$ cat config.mk
export PLATFORM = sky130hd
export DESIGN_NAME = top_k_score_table_unit_flat
export DESIGN_NICKNAME = d
export VERILOG_FILES = /design/src/tkst_pkg.sv /design/src/tkst_req_if.sv /design/src/tkst_rsp_if.sv /design/src/tkst_table_mem.sv /design/src/tkst_ctrl.sv /design/src/top_k_score_table_unit.sv /design/src/flat_wrapper.sv
export VERILOG_INCLUDE_DIRS = /design/src /design/src/src
export SDC_FILE = /design/constraint.sdc
export NUM_CORES = 2
export LEC_CHECK = 0
export BUFFER_PORTS_ARGS = -buffer_cell sky130_fd_sc_hd__clkbuf_2
export CELL_PAD_IN_SITES_DETAIL_PLACEMENT = 1
export CELL_PAD_IN_SITES_GLOBAL_PLACEMENT = 1
export CORE_MARGIN = 8
export CORE_UTILIZATION = 56
export DETAILED_ROUTE_END_ITERATION = 8
export MAX_ROUTING_LAYER = met4
export PLACE_DENSITY_LB_ADDON = 0.2
export SKIP_LAST_GASP = 1
export SYNTH_ARGS = -nofsm -noshare
export SYNTH_HDL_FRONTEND = slang
export SYNTH_HIERARCHICAL = 1
export SYNTH_SLANG_ARGS = --single-unit
$ cat constraint.sdc
create_clock -name clock -period 7.9 [get_ports clock]
set_input_delay 0.395 -clock clock [delete_from_list [all_inputs] [get_ports clock]]
set_output_delay 0.395 -clock clock [all_outputs]
set_load 0.005 [all_outputs]
$ cat src/assert_macros.svh
// Assertion helpers for the RTL top level; they sample on clock and skip reset.
`ifndef ASSERT_MACROS_SVH
`define ASSERT_MACROS_SVH

// Same-cycle implication
`define TKST_ASSERT_NOW(label, cond, expr, msg) \
   label: assert property (@(posedge clock) disable iff (reset) (cond) |-> (expr)) \
      else $error(msg);

// Next-cycle implication
`define TKST_ASSERT_NEXT(label, cond, expr, msg) \
   label: assert property (@(posedge clock) disable iff (reset) (cond) |=> (expr)) \
      else $error(msg);

`endif

$ cat src/tkst_pkg.sv
package tkst_pkg;

   // Table size and derived widths
   localparam int DEPTH = 64;
   localparam int IDX_W = (DEPTH > 1) ? $clog2(DEPTH) : 1;
   localparam int CNT_W = $clog2(DEPTH + 1);

   // Fixed field widths
   localparam int FUNC_W   = 2;
   localparam int ID_W     = 31;
   localparam int SCORE_W  = 16;
   localparam int TIME_W   = 16;
   localparam int RIDX_W   = 6;
   localparam int STATUS_W = 3;
   localparam int POS_W    = 6;
   localparam int FILL_W   = 7;

   typedef enum logic [FUNC_W-1:0] {
      FUNC_UPDATE = 2'd0,
      FUNC_READ   = 2'd1,
      FUNC_CLEAR  = 2'd2,
      FUNC_NONE   = 2'd3
   } func_type;

   typedef enum logic [STATUS_W-1:0] {
      ST_INSERTED   = 3'd0,
      ST_RAISED     = 3'd1,
      ST_REJECTED   = 3'd2,
      ST_READ_OK    = 3'd3,
      ST_READ_EMPTY = 3'd4,
      ST_CLEARED    = 3'd5
   } status_type;

   typedef enum logic [2:0] {
      S_IDLE,
      S_READ,
      S_SEARCH,
      S_BUBBLE,
      S_PLACE,
      S_EMIT
   } state_type;

   // One table entry as stored in the memory
   typedef struct packed {
      logic [ID_W-1:0]           entry_id;
      logic signed [SCORE_W-1:0] entry_score;
      logic signed [TIME_W-1:0]  entry_time;
   } entry_type;

   // Controller to memory port
   typedef struct packed {
      logic             we;
      logic [IDX_W-1:0] waddr;
      entry_type        wdata;
      logic [IDX_W-1:0] raddr;
   } mem_req_type;

   // Result fields other than the fill count
   typedef struct packed {
      status_type                status;
      logic [POS_W-1:0]          position;
      logic [ID_W-1:0]           out_id;
      logic signed [SCORE_W-1:0] out_score;
      logic signed [TIME_W-1:0]  out_time;
   } res_type;

   // Controller status seen by the top level checks
   typedef struct packed {
      logic             busy;
      logic [CNT_W-1:0] count;
   } stat_type;

endpackage

$ cat src/tkst_req_if.sv
interface tkst_req_if;
   logic                               valid;
   logic                               ready;
   logic [tkst_pkg::FUNC_W-1:0]        func;
   logic [tkst_pkg::ID_W-1:0]          player_id;
   logic signed [tkst_pkg::SCORE_W-1:0] score;
   logic signed [tkst_pkg::TIME_W-1:0] finish_time;
   logic [tkst_pkg::RIDX_W-1:0]        read_index;

   modport source (output valid, func, player_id, score, finish_time, read_index,
                   input ready);
   modport sink (input valid, func, player_id, score, finish_time, read_index,
                 output ready);
endinterface

$ cat src/tkst_rsp_if.sv
interface tkst_rsp_if;
   logic                               valid;
   logic                               ready;
   logic [tkst_pkg::STATUS_W-1:0]      status;
   logic [tkst_pkg::POS_W-1:0]         position;
   logic [tkst_pkg::ID_W-1:0]          out_id;
   logic signed [tkst_pkg::SCORE_W-1:0] out_score;
   logic signed [tkst_pkg::TIME_W-1:0] out_time;
   logic [tkst_pkg::FILL_W-1:0]        fill_count;

   modport source (output valid, status, position, out_id, out_score, out_time,
                   fill_count, input ready);
   modport sink (input valid, status, position, out_id, out_score, out_time,
                 fill_count, output ready);
endinterface

$ cat src/tkst_table_mem.sv
module tkst_table_mem (
   input  logic                   clock,
   input  tkst_pkg::mem_req_type  mem_req,
   output tkst_pkg::entry_type    rd_data
);
   import tkst_pkg::*;

   entry_type mem [DEPTH];
   entry_type rd_data_ff;

   // One write port, one registered read port
   always_ff @(posedge clock) begin
      if (mem_req.we) begin
         mem[mem_req.waddr] <= mem_req.wdata;
      end
      rd_data_ff <= mem[mem_req.raddr];
   end

   assign rd_data = rd_data_ff;

endmodule

$ cat src/tkst_ctrl.sv
module tkst_ctrl (
   input  logic                 clock,
   input  logic                 reset,
   tkst_req_if.sink             req_ch,
   tkst_rsp_if.source           rsp_ch,
   output tkst_pkg::mem_req_type mem_req,
   input  tkst_pkg::entry_type  rd_data,
   output tkst_pkg::stat_type   stat
);
   import tkst_pkg::*;

   state_type                 state_ff, state_in;
   logic [CNT_W-1:0]          count_ff, count_in;
   logic [ID_W-1:0]           id_ff, id_in;
   logic signed [SCORE_W-1:0] sc_ff, sc_in;
   logic signed [TIME_W-1:0]  tm_ff, tm_in;
   logic [RIDX_W-1:0]         ri_ff, ri_in;
   logic [IDX_W-1:0]          cmp_idx_ff, cmp_idx_in;
   logic [IDX_W-1:0]          pos_ff, pos_in;
   status_type                status_ff, status_in;
   res_type                   res_ff, res_in;
   logic                      rsp_valid_ff, rsp_valid_in;
   res_type                   rsp_ff, rsp_in;
   logic [FILL_W-1:0]         rsp_fill_ff, rsp_fill_in;

   entry_type                 req_entry;
   logic                      out_free;
   logic                      hit;
   logic                      last;
   logic                      front_keeps;
   logic                      start_go;
   logic [IDX_W-1:0]          start_pos;

   assign req_entry = '{entry_id: id_ff, entry_score: sc_ff, entry_time: tm_ff};
   assign out_free  = !rsp_valid_ff || rsp_ch.ready;

   // Compare helpers on the entry read last cycle
   assign hit  = (rd_data.entry_id == id_ff);
   assign last = ((CNT_W'(cmp_idx_ff) + CNT_W'(1)) == count_ff);
   // The stored entry stays ahead of the request on higher score, or tie and no later time
   assign front_keeps = (rd_data.entry_score > sc_ff) ||
                        ((rd_data.entry_score == sc_ff) && (rd_data.entry_time <= tm_ff));

   // Control state
   always_ff @(posedge clock) begin
      if (reset) begin
         state_ff     <= S_IDLE;
         count_ff     <= '0;
         rsp_valid_ff <= 1'b0;
      end else begin
         state_ff     <= state_in;
         count_ff     <= count_in;
         rsp_valid_ff <= rsp_valid_in;
      end
   end

   // Request and result payload
   always_ff @(posedge clock) begin
      id_ff       <= id_in;
      sc_ff       <= sc_in;
      tm_ff       <= tm_in;
      ri_ff       <= ri_in;
      cmp_idx_ff  <= cmp_idx_in;
      pos_ff      <= pos_in;
      status_ff   <= status_in;
      res_ff      <= res_in;
      rsp_ff      <= rsp_in;
      rsp_fill_ff <= rsp_fill_in;
   end

   // Sequencer: search, then bubble the request entry toward the front.
   // Bubble writes land at pos while reads go to pos-2, so no overlap on one entry.
   always_comb begin
      state_in     = state_ff;
      count_in     = count_ff;
      id_in        = id_ff;
      sc_in        = sc_ff;
      tm_in        = tm_ff;
      ri_in        = ri_ff;
      cmp_idx_in   = cmp_idx_ff;
      pos_in       = pos_ff;
      status_in    = status_ff;
      res_in       = res_ff;
      rsp_in       = rsp_ff;
      rsp_fill_in  = rsp_fill_ff;
      rsp_valid_in = rsp_valid_ff && !rsp_ch.ready;
      start_go     = 1'b0;
      start_pos    = '0;
      mem_req      = '{we: 1'b0, waddr: '0, wdata: req_entry, raddr: '0};
      req_ch.ready = (state_ff == S_IDLE);

      case (state_ff)
         S_IDLE: begin
            if (req_ch.valid) begin
               id_in = req_ch.player_id;
               sc_in = req_ch.score;
               tm_in = req_ch.finish_time;
               ri_in = req_ch.read_index;
               case (func_type'(req_ch.func))
                  FUNC_READ: begin
                     mem_req.raddr = IDX_W'(req_ch.read_index);
                     state_in      = S_READ;
                  end
                  FUNC_CLEAR: begin
                     count_in = '0;
                     res_in   = '{status: ST_CLEARED, position: '0, out_id: '0,
                                  out_score: '0, out_time: '0};
                     state_in = S_EMIT;
                  end
                  FUNC_UPDATE: begin
                     if (count_ff == '0) begin
                        count_in  = CNT_W'(1);
                        status_in = ST_INSERTED;
                        pos_in    = '0;
                        state_in  = S_PLACE;
                     end else begin
                        mem_req.raddr = '0;
                        cmp_idx_in    = '0;
                        state_in      = S_SEARCH;
                     end
                  end
                  default: begin
                     res_in   = '{status: ST_REJECTED, position: '0, out_id: '0,
                                  out_score: '0, out_time: '0};
                     state_in = S_EMIT;
                  end
               endcase
            end
         end

         S_READ: begin
            if (int'(ri_ff) < int'(count_ff)) begin
               res_in = '{status: ST_READ_OK, position: POS_W'(ri_ff),
                          out_id: rd_data.entry_id, out_score: rd_data.entry_score,
                          out_time: rd_data.entry_time};
            end else begin
               res_in = '{status: ST_READ_EMPTY, position: POS_W'(ri_ff), out_id: '0,
                          out_score: '0, out_time: '0};
            end
            state_in = S_EMIT;
         end

         S_SEARCH: begin
            if (hit) begin
               if (sc_ff <= rd_data.entry_score) begin
                  res_in   = '{status: ST_REJECTED, position: '0, out_id: id_ff,
                               out_score: sc_ff, out_time: tm_ff};
                  state_in = S_EMIT;
               end else begin
                  status_in = ST_RAISED;
                  start_go  = 1'b1;
                  start_pos = cmp_idx_ff;
               end
            end else if (last) begin
               if (count_ff < CNT_W'(DEPTH)) begin
                  status_in = ST_INSERTED;
                  count_in  = count_ff + CNT_W'(1);
                  start_go  = 1'b1;
                  start_pos = IDX_W'(count_ff);
               end else if (front_keeps) begin
                  // Full table and the last entry still ranks ahead
                  res_in   = '{status: ST_REJECTED, position: '0, out_id: id_ff,
                               out_score: sc_ff, out_time: tm_ff};
                  state_in = S_EMIT;
               end else begin
                  status_in = ST_INSERTED;
                  start_go  = 1'b1;
                  start_pos = IDX_W'(DEPTH - 1);
               end
            end else begin
               cmp_idx_in    = cmp_idx_ff + IDX_W'(1);
               mem_req.raddr = cmp_idx_ff + IDX_W'(1);
            end
         end

         S_BUBBLE: begin
            mem_req.we    = 1'b1;
            mem_req.waddr = pos_ff;
            if (front_keeps) begin
               mem_req.wdata = req_entry;
               res_in   = '{status: status_ff, position: POS_W'(pos_ff), out_id: id_ff,
                            out_score: sc_ff, out_time: tm_ff};
               state_in = S_EMIT;
            end else begin
               // Front entry drops back one place
               mem_req.wdata = rd_data;
               pos_in        = pos_ff - IDX_W'(1);
               if (pos_ff == IDX_W'(1)) begin
                  state_in = S_PLACE;
               end else begin
                  mem_req.raddr = pos_ff - IDX_W'(2);
               end
            end
         end

         S_PLACE: begin
            mem_req.we    = 1'b1;
            mem_req.waddr = pos_ff;
            mem_req.wdata = req_entry;
            res_in   = '{status: status_ff, position: POS_W'(pos_ff), out_id: id_ff,
                         out_score: sc_ff, out_time: tm_ff};
            state_in = S_EMIT;
         end

         S_EMIT: begin
            if (out_free) begin
               rsp_valid_in = 1'b1;
               rsp_in       = res_ff;
               rsp_fill_in  = FILL_W'(count_ff);
               state_in     = S_IDLE;
            end
         end

         default: begin
            state_in = S_IDLE;
         end
      endcase

      // Enter the bubble walk, or place at once at the front
      if (start_go) begin
         pos_in = start_pos;
         if (start_pos == '0) begin
            state_in = S_PLACE;
         end else begin
            mem_req.raddr = start_pos - IDX_W'(1);
            state_in      = S_BUBBLE;
         end
      end
   end

   // Result register drives the response channel
   assign rsp_ch.valid      = rsp_valid_ff;
   assign rsp_ch.status     = STATUS_W'(rsp_ff.status);
   assign rsp_ch.position   = rsp_ff.position;
   assign rsp_ch.out_id     = rsp_ff.out_id;
   assign rsp_ch.out_score  = rsp_ff.out_score;
   assign rsp_ch.out_time   = rsp_ff.out_time;
   assign rsp_ch.fill_count = rsp_fill_ff;

   assign stat = '{busy: (state_ff != S_IDLE), count: count_ff};

endmodule

$ cat src/top_k_score_table_unit.sv
// An update scans the table for the id (up to 64 entries), then moves the entry
//   forward (up to 63 places).
// One request is handled at a time; the table memory (one read port, one write port)
//   sets the scan and move rate.
// A new request is taken while the previous result waits in the output register.
// Reset (synchronous, active high) empties the table and drops any pending result.
`include "assert_macros.svh"

module top_k_score_table_unit (
   input logic        clock,
   input logic        reset,
   tkst_req_if.sink   req_ch,
   tkst_rsp_if.source rsp_ch
);
   import tkst_pkg::*;

   mem_req_type mem_req;
   entry_type   rd_data;
   stat_type    stat;
   logic        req_fire;
   logic        read_ok_rsp;
   logic        read_in_fill;

   tkst_ctrl u_ctrl (
      .clock   (clock),
      .reset   (reset),
      .req_ch  (req_ch),
      .rsp_ch  (rsp_ch),
      .mem_req (mem_req),
      .rd_data (rd_data),
      .stat    (stat)
   );

   tkst_table_mem u_mem (
      .clock   (clock),
      .mem_req (mem_req),
      .rd_data (rd_data)
   );

   // Check terms
   assign req_fire     = req_ch.valid && req_ch.ready;
   assign read_ok_rsp  = rsp_ch.valid && (rsp_ch.status == ST_READ_OK);
   assign read_in_fill = FILL_W'(rsp_ch.position) < rsp_ch.fill_count;

   // Checks
   `TKST_ASSERT_NOW(a_count_bound, 1'b1, stat.count <= CNT_W'(DEPTH), "fill count above depth")
   `TKST_ASSERT_NEXT(a_busy_after_req, req_fire, stat.busy, "request taken but controller idle")
   `TKST_ASSERT_NOW(a_read_in_fill, read_ok_rsp, read_in_fill, "read ok beyond fill")

endmodule

$ cat src/flat_wrapper.sv
// flat-port wrapper written by rule: the top's interface ports become plain ports
module top_k_score_table_unit_flat import tkst_pkg::*;
  (clock, reset, req_ch_valid, req_ch_func, req_ch_player_id, req_ch_score, req_ch_finish_time, req_ch_read_index, req_ch_ready, rsp_ch_valid, rsp_ch_status, rsp_ch_position, rsp_ch_out_id, rsp_ch_out_score, rsp_ch_out_time, rsp_ch_fill_count, rsp_ch_ready);
  tkst_req_if req_ch_i ();
  tkst_rsp_if rsp_ch_i ();
  input logic clock;
  input logic reset;
  input wire logic [$bits(req_ch_i.valid)-1:0] req_ch_valid;
  input wire logic [$bits(req_ch_i.func)-1:0] req_ch_func;
  input wire logic [$bits(req_ch_i.player_id)-1:0] req_ch_player_id;
  input wire logic [$bits(req_ch_i.score)-1:0] req_ch_score;
  input wire logic [$bits(req_ch_i.finish_time)-1:0] req_ch_finish_time;
  input wire logic [$bits(req_ch_i.read_index)-1:0] req_ch_read_index;
  output wire logic [$bits(req_ch_i.ready)-1:0] req_ch_ready;
  output wire logic [$bits(rsp_ch_i.valid)-1:0] rsp_ch_valid;
  output wire logic [$bits(rsp_ch_i.status)-1:0] rsp_ch_status;
  output wire logic [$bits(rsp_ch_i.position)-1:0] rsp_ch_position;
  output wire logic [$bits(rsp_ch_i.out_id)-1:0] rsp_ch_out_id;
  output wire logic [$bits(rsp_ch_i.out_score)-1:0] rsp_ch_out_score;
  output wire logic [$bits(rsp_ch_i.out_time)-1:0] rsp_ch_out_time;
  output wire logic [$bits(rsp_ch_i.fill_count)-1:0] rsp_ch_fill_count;
  input wire logic [$bits(rsp_ch_i.ready)-1:0] rsp_ch_ready;
  assign req_ch_i.valid = req_ch_valid;
  assign req_ch_i.func = req_ch_func;
  assign req_ch_i.player_id = req_ch_player_id;
  assign req_ch_i.score = req_ch_score;
  assign req_ch_i.finish_time = req_ch_finish_time;
  assign req_ch_i.read_index = req_ch_read_index;
  assign req_ch_ready = req_ch_i.ready;
  assign rsp_ch_valid = rsp_ch_i.valid;
  assign rsp_ch_status = rsp_ch_i.status;
  assign rsp_ch_position = rsp_ch_i.position;
  assign rsp_ch_out_id = rsp_ch_i.out_id;
  assign rsp_ch_out_score = rsp_ch_i.out_score;
  assign rsp_ch_out_time = rsp_ch_i.out_time;
  assign rsp_ch_fill_count = rsp_ch_i.fill_count;
  assign rsp_ch_i.ready = rsp_ch_ready;
  top_k_score_table_unit u_core (.clock(clock), .reset(reset), .req_ch(req_ch_i), .rsp_ch(rsp_ch_i));
endmodule
==> impl_metrics.ini <==
[status]
status = finished clean

[synth]
synth-edff-count = 4265
avgSynthCellArea_um2 = 22.2
synth_compound_area_frac = 0.0338
synth_area_um2 = 165000
synth-warning-count = 6
synth_commonest_cells = edfxtp_1, mux4_2, o22ai_1
synth_fp_nets = 7558
synth_top_family_by_area = multiplexers
synthXorXnorAreaFrac = 0.00281
synthAdderAreaFrac = 0.00355
yosysMostFrequentCell = edfxtp_1
ys_types = 82
synthCells = 7437
synthArstFlopShare = 0
ys_ff_latch = 4339
yosysTopAreaCellShare = 0.775
ys_seq_area_frac = 0.784
synthSimpleGateAreaFrac = 0.0184
synth_top_area_cell = edfxtp_1
synth_area_leaders = edfxtp_1, mux4_2, o22ai_1
synthMuxAreaShare = 0.142
synth_flop_cell = edfxtp_1

[detailed_routing]
drtAntennaViolNets = 0
drc = 0
vias = 89564
wire_per_inst_um = 43.9
firstDrtPassIters = 6
route.met2.wl_um = 249000
totalWireLength_um = 543000
met1_length_um = 188000
dr.max_layer_used = met4
via_per_inst = 7.25
met3WireLength_um = 73800
first_iter_violations = 15064

[floorplan]
die_h_um = 559
core_region_area_um2 = 294000
die-width_um = 559
start_util = 0.562
io_pins = 156
design.die.area_um2 = 313000
num_rows = 199

[power]
netSwitchingFraction = 0.288
pwr-share-comb = 0.199
clkPwrFrac = 0.333
total_leakage_power_nw = 58.0
p_seq_frac = 0.468
power_per_cell_area_nw_per_um2 = 327
intPower_mw = 43.9
vdd.ir_drop.worst_mv = 0.242
power_switching_mw = 17.8
total_power_mw = 61.7

[place]
gp_congestion = 0.868
place_hpwl_um = 296000
portBuffers = 155

[hold_path]
min_to = u_core/u_ctrl/state_ff[0]$_SDFFE_PP0P_
hold_depth = 5
hold_class = primary input to flop
hp-start = req_ch_func[0]

[sta]
min_period_ps = 7660
tightestPinTransition_ps = 1380
finalSetupViolations = 0
hold_slack_ps = 77.4
grt_setup_unrepaired = no
skew_ps = 78.9
timing.fmax_mhz = 131
period_share = 0.970
slew-limit-headroom = 0.0786
hold_violations = 0
slew_viol_final = 0

[final_layout]
syn_to_final_growth_pct = 14.1
drive_above_1_share = 0.272
fill_cells = 23284
nNetsFinal = 8162

[setup_path]
rr_startpoint = u_core/u_mem/rd_data[31]$_DFF_P_
arrival_ps = 8540
required_ps = 8780
endpoint_kind = flop
rr_endpoint = u_core/u_mem/rd_data[40]$_DFF_P_
reg2reg_slack_ps = 240
path_class = flop to flop
cp_max_fo = 25
rr_worst_depth = 22
cp-start-kind = flop

[cts]
post-cts-setup-buffers = 0
clk_path_buf_depth = 4
cts_root_buffer = clkbuf_16
cts_tree = built
cts.sinks = 4339
htreeDepth = 5
path_clk_slew_ps = 60
clk_latency_ps = 1000
numCtsBuffers = 427

[grt]
grt_max_degree = 86
antenna_found_initial = 26
grt_usage = 0.352
grt_pass1_vias = 90224
grt-ovfl-total = 0
grt_pass1_wl_um = 741000

[run]
drv_cap = 0
-- power groups by stage --
stage          Clock, mW  Combinational (mW)  Sequential, mW
4_1_cts             20.6                12.0            28.8
3_3_place_gp           0                11.4            29.2
2_1_floorplan          0                7.05            28.8
5_1_grt             21.4                12.7            28.9
6_report            20.5                12.3            28.8
3_5_place_dp           0                11.8            29.3
-- metal layers --
metal,global-route usage,up-vias
met5,-,-
met4,0.163,0
met1,0.458,47669
met2,0.530,7388
met3,0.0875,1566
li1,-,32941
-- worst max-delay path, cell delays in order (launching register included) --
cell,delay [ps]
dfxtp_1,520
inv_1,110
ha_1,550
nand4_1,460
nor4_2,510
o21ai_0,270
nand4_1,570
a22oi_1,240
a211oi_1,360
o21ai_0,270
or2_2,390
ha_1,230
nand3b_2,140
nand2b_4,140
o21ai_4,320
buf_12,330
nor2b_2,140
nand2_4,320
buf_4,380
o22ai_1,130
nor4_1,730
buf_4,220
o22a_1,130
-- cell usage in the layout, fill, tap and decap left out, types with 29 or more instances in the layout --
cell and instances:
mux2i_1 117, o221ai_1 29, nor4_1 58, ha_1 46
edfxtp_1 4265, buf_4 254, a22oi_1 63, inv_1 56
a211oi_1 102, a22o_1 63, nand2_1 78, o22a_1 51
bufinv_16 41, mux4_2 958, nor2_4 57, mux2_2 47
o22ai_1 331, clkbuf_2 155, nor3_1 98, clkbuf_1 90
xor2_1 38, o21ai_0 29, nor2_1 70, clkinv_2 85
nand3_1 46, clkinv_1 84, buf_12 112, dlygate4sd3_1 74
dfxtp_1 74, clkbuf_16 430, a21oi_1 36, nor2b_1 87
-- how the worst max path moves through the flow --
stage | start | end | slack [ps] | depth (start not counted)
detailed placement | u_core/u_mem/rd_data[31]$_DFF_P_ | u_core/u_mem/rd_data[22]$_DFF_P_ | 620 | 21
global route | u_core/u_mem/rd_data[31]$_DFF_P_ | u_core/u_mem/rd_data[22]$_DFF_P_ | 70 | 21
CTS | u_core/u_ctrl/sc_ff[15]$_DFFE_PP_ | u_core/u_mem/rd_data[22]$_DFF_P_ | 590 | 20
global placement | u_core/u_mem/rd_data[45]$_DFF_P_ | u_core/u_mem/rd_data[22]$_DFF_P_ | -50 | 20
floorplan | u_core/u_ctrl/state_ff[0]$_SDFFE_PP0P_ | u_core/u_mem/mem[33][0]$_DFFE_PP_ | 1030 | 12
finish | u_core/u_mem/rd_data[31]$_DFF_P_ | u_core/u_mem/rd_data[40]$_DFF_P_ | 240 | 22
-- final cells by class --
class                   instances  area (um^2)  share of cell area
flip-flops and latches       4339       130000               0.687
multi-input cells            2617        33900               0.180
clock buffers                 538        11300              0.0602
well taps                    3919         4900              0.0260
diodes                         22         55.1            0.000292
inverters                      59          224             0.00119
repair buffers                597         5720              0.0304
clock inverters               264         2710              0.0144
-- per-stage QoR --
step	util	setup slack [ps]	area [um^2]	instances	setup TNS, ps
finish	0.641	240	188000	12355	0
floorplan	-	1030	165000	7437	0
global placement	0.590	-48.6	173000	11450	-48.6
detailed placement	0.591	621	174000	11453	0
global route	0.641	67.8	188000	12347	0
CTS	0.641	589	188000	12329	0
-- sequential cells by signal, indices dropped and copies added, names as in the netlist, 7 cells and up --
signal	cells
u_core/u_ctrl/count_ff	7
u_core/u_ctrl/id_ff	31
u_core/u_ctrl/res_ff	72
u_core/u_ctrl/rsp_ch.fill_count	7
u_core/u_ctrl/rsp_ch.out_id	31
u_core/u_ctrl/rsp_ch.out_score	16
u_core/u_ctrl/rsp_ch.out_time	16
u_core/u_ctrl/sc_ff	16
u_core/u_ctrl/tm_ff	16
u_core/u_mem/mem	4032
u_core/u_mem/rd_data	63
-- kinds of logic after synthesis --
group,count (synthesis)
multiplexers,1127
XOR/XNOR,51
buffers and inverters,481
AO/OA/AOI/OAI,800
AND/OR/NAND/NOR,592
flip-flops,4339
adder cells (fa/ha/maj),47
-- repair_timing --
action	in CTS	in global routing
hold buffers	74	0
gates resized for setup	0	1
hold endpoints to repair	81	0
setup endpoints to repair	0	1
No activity file was read; power rests on OpenSTA's default activity.
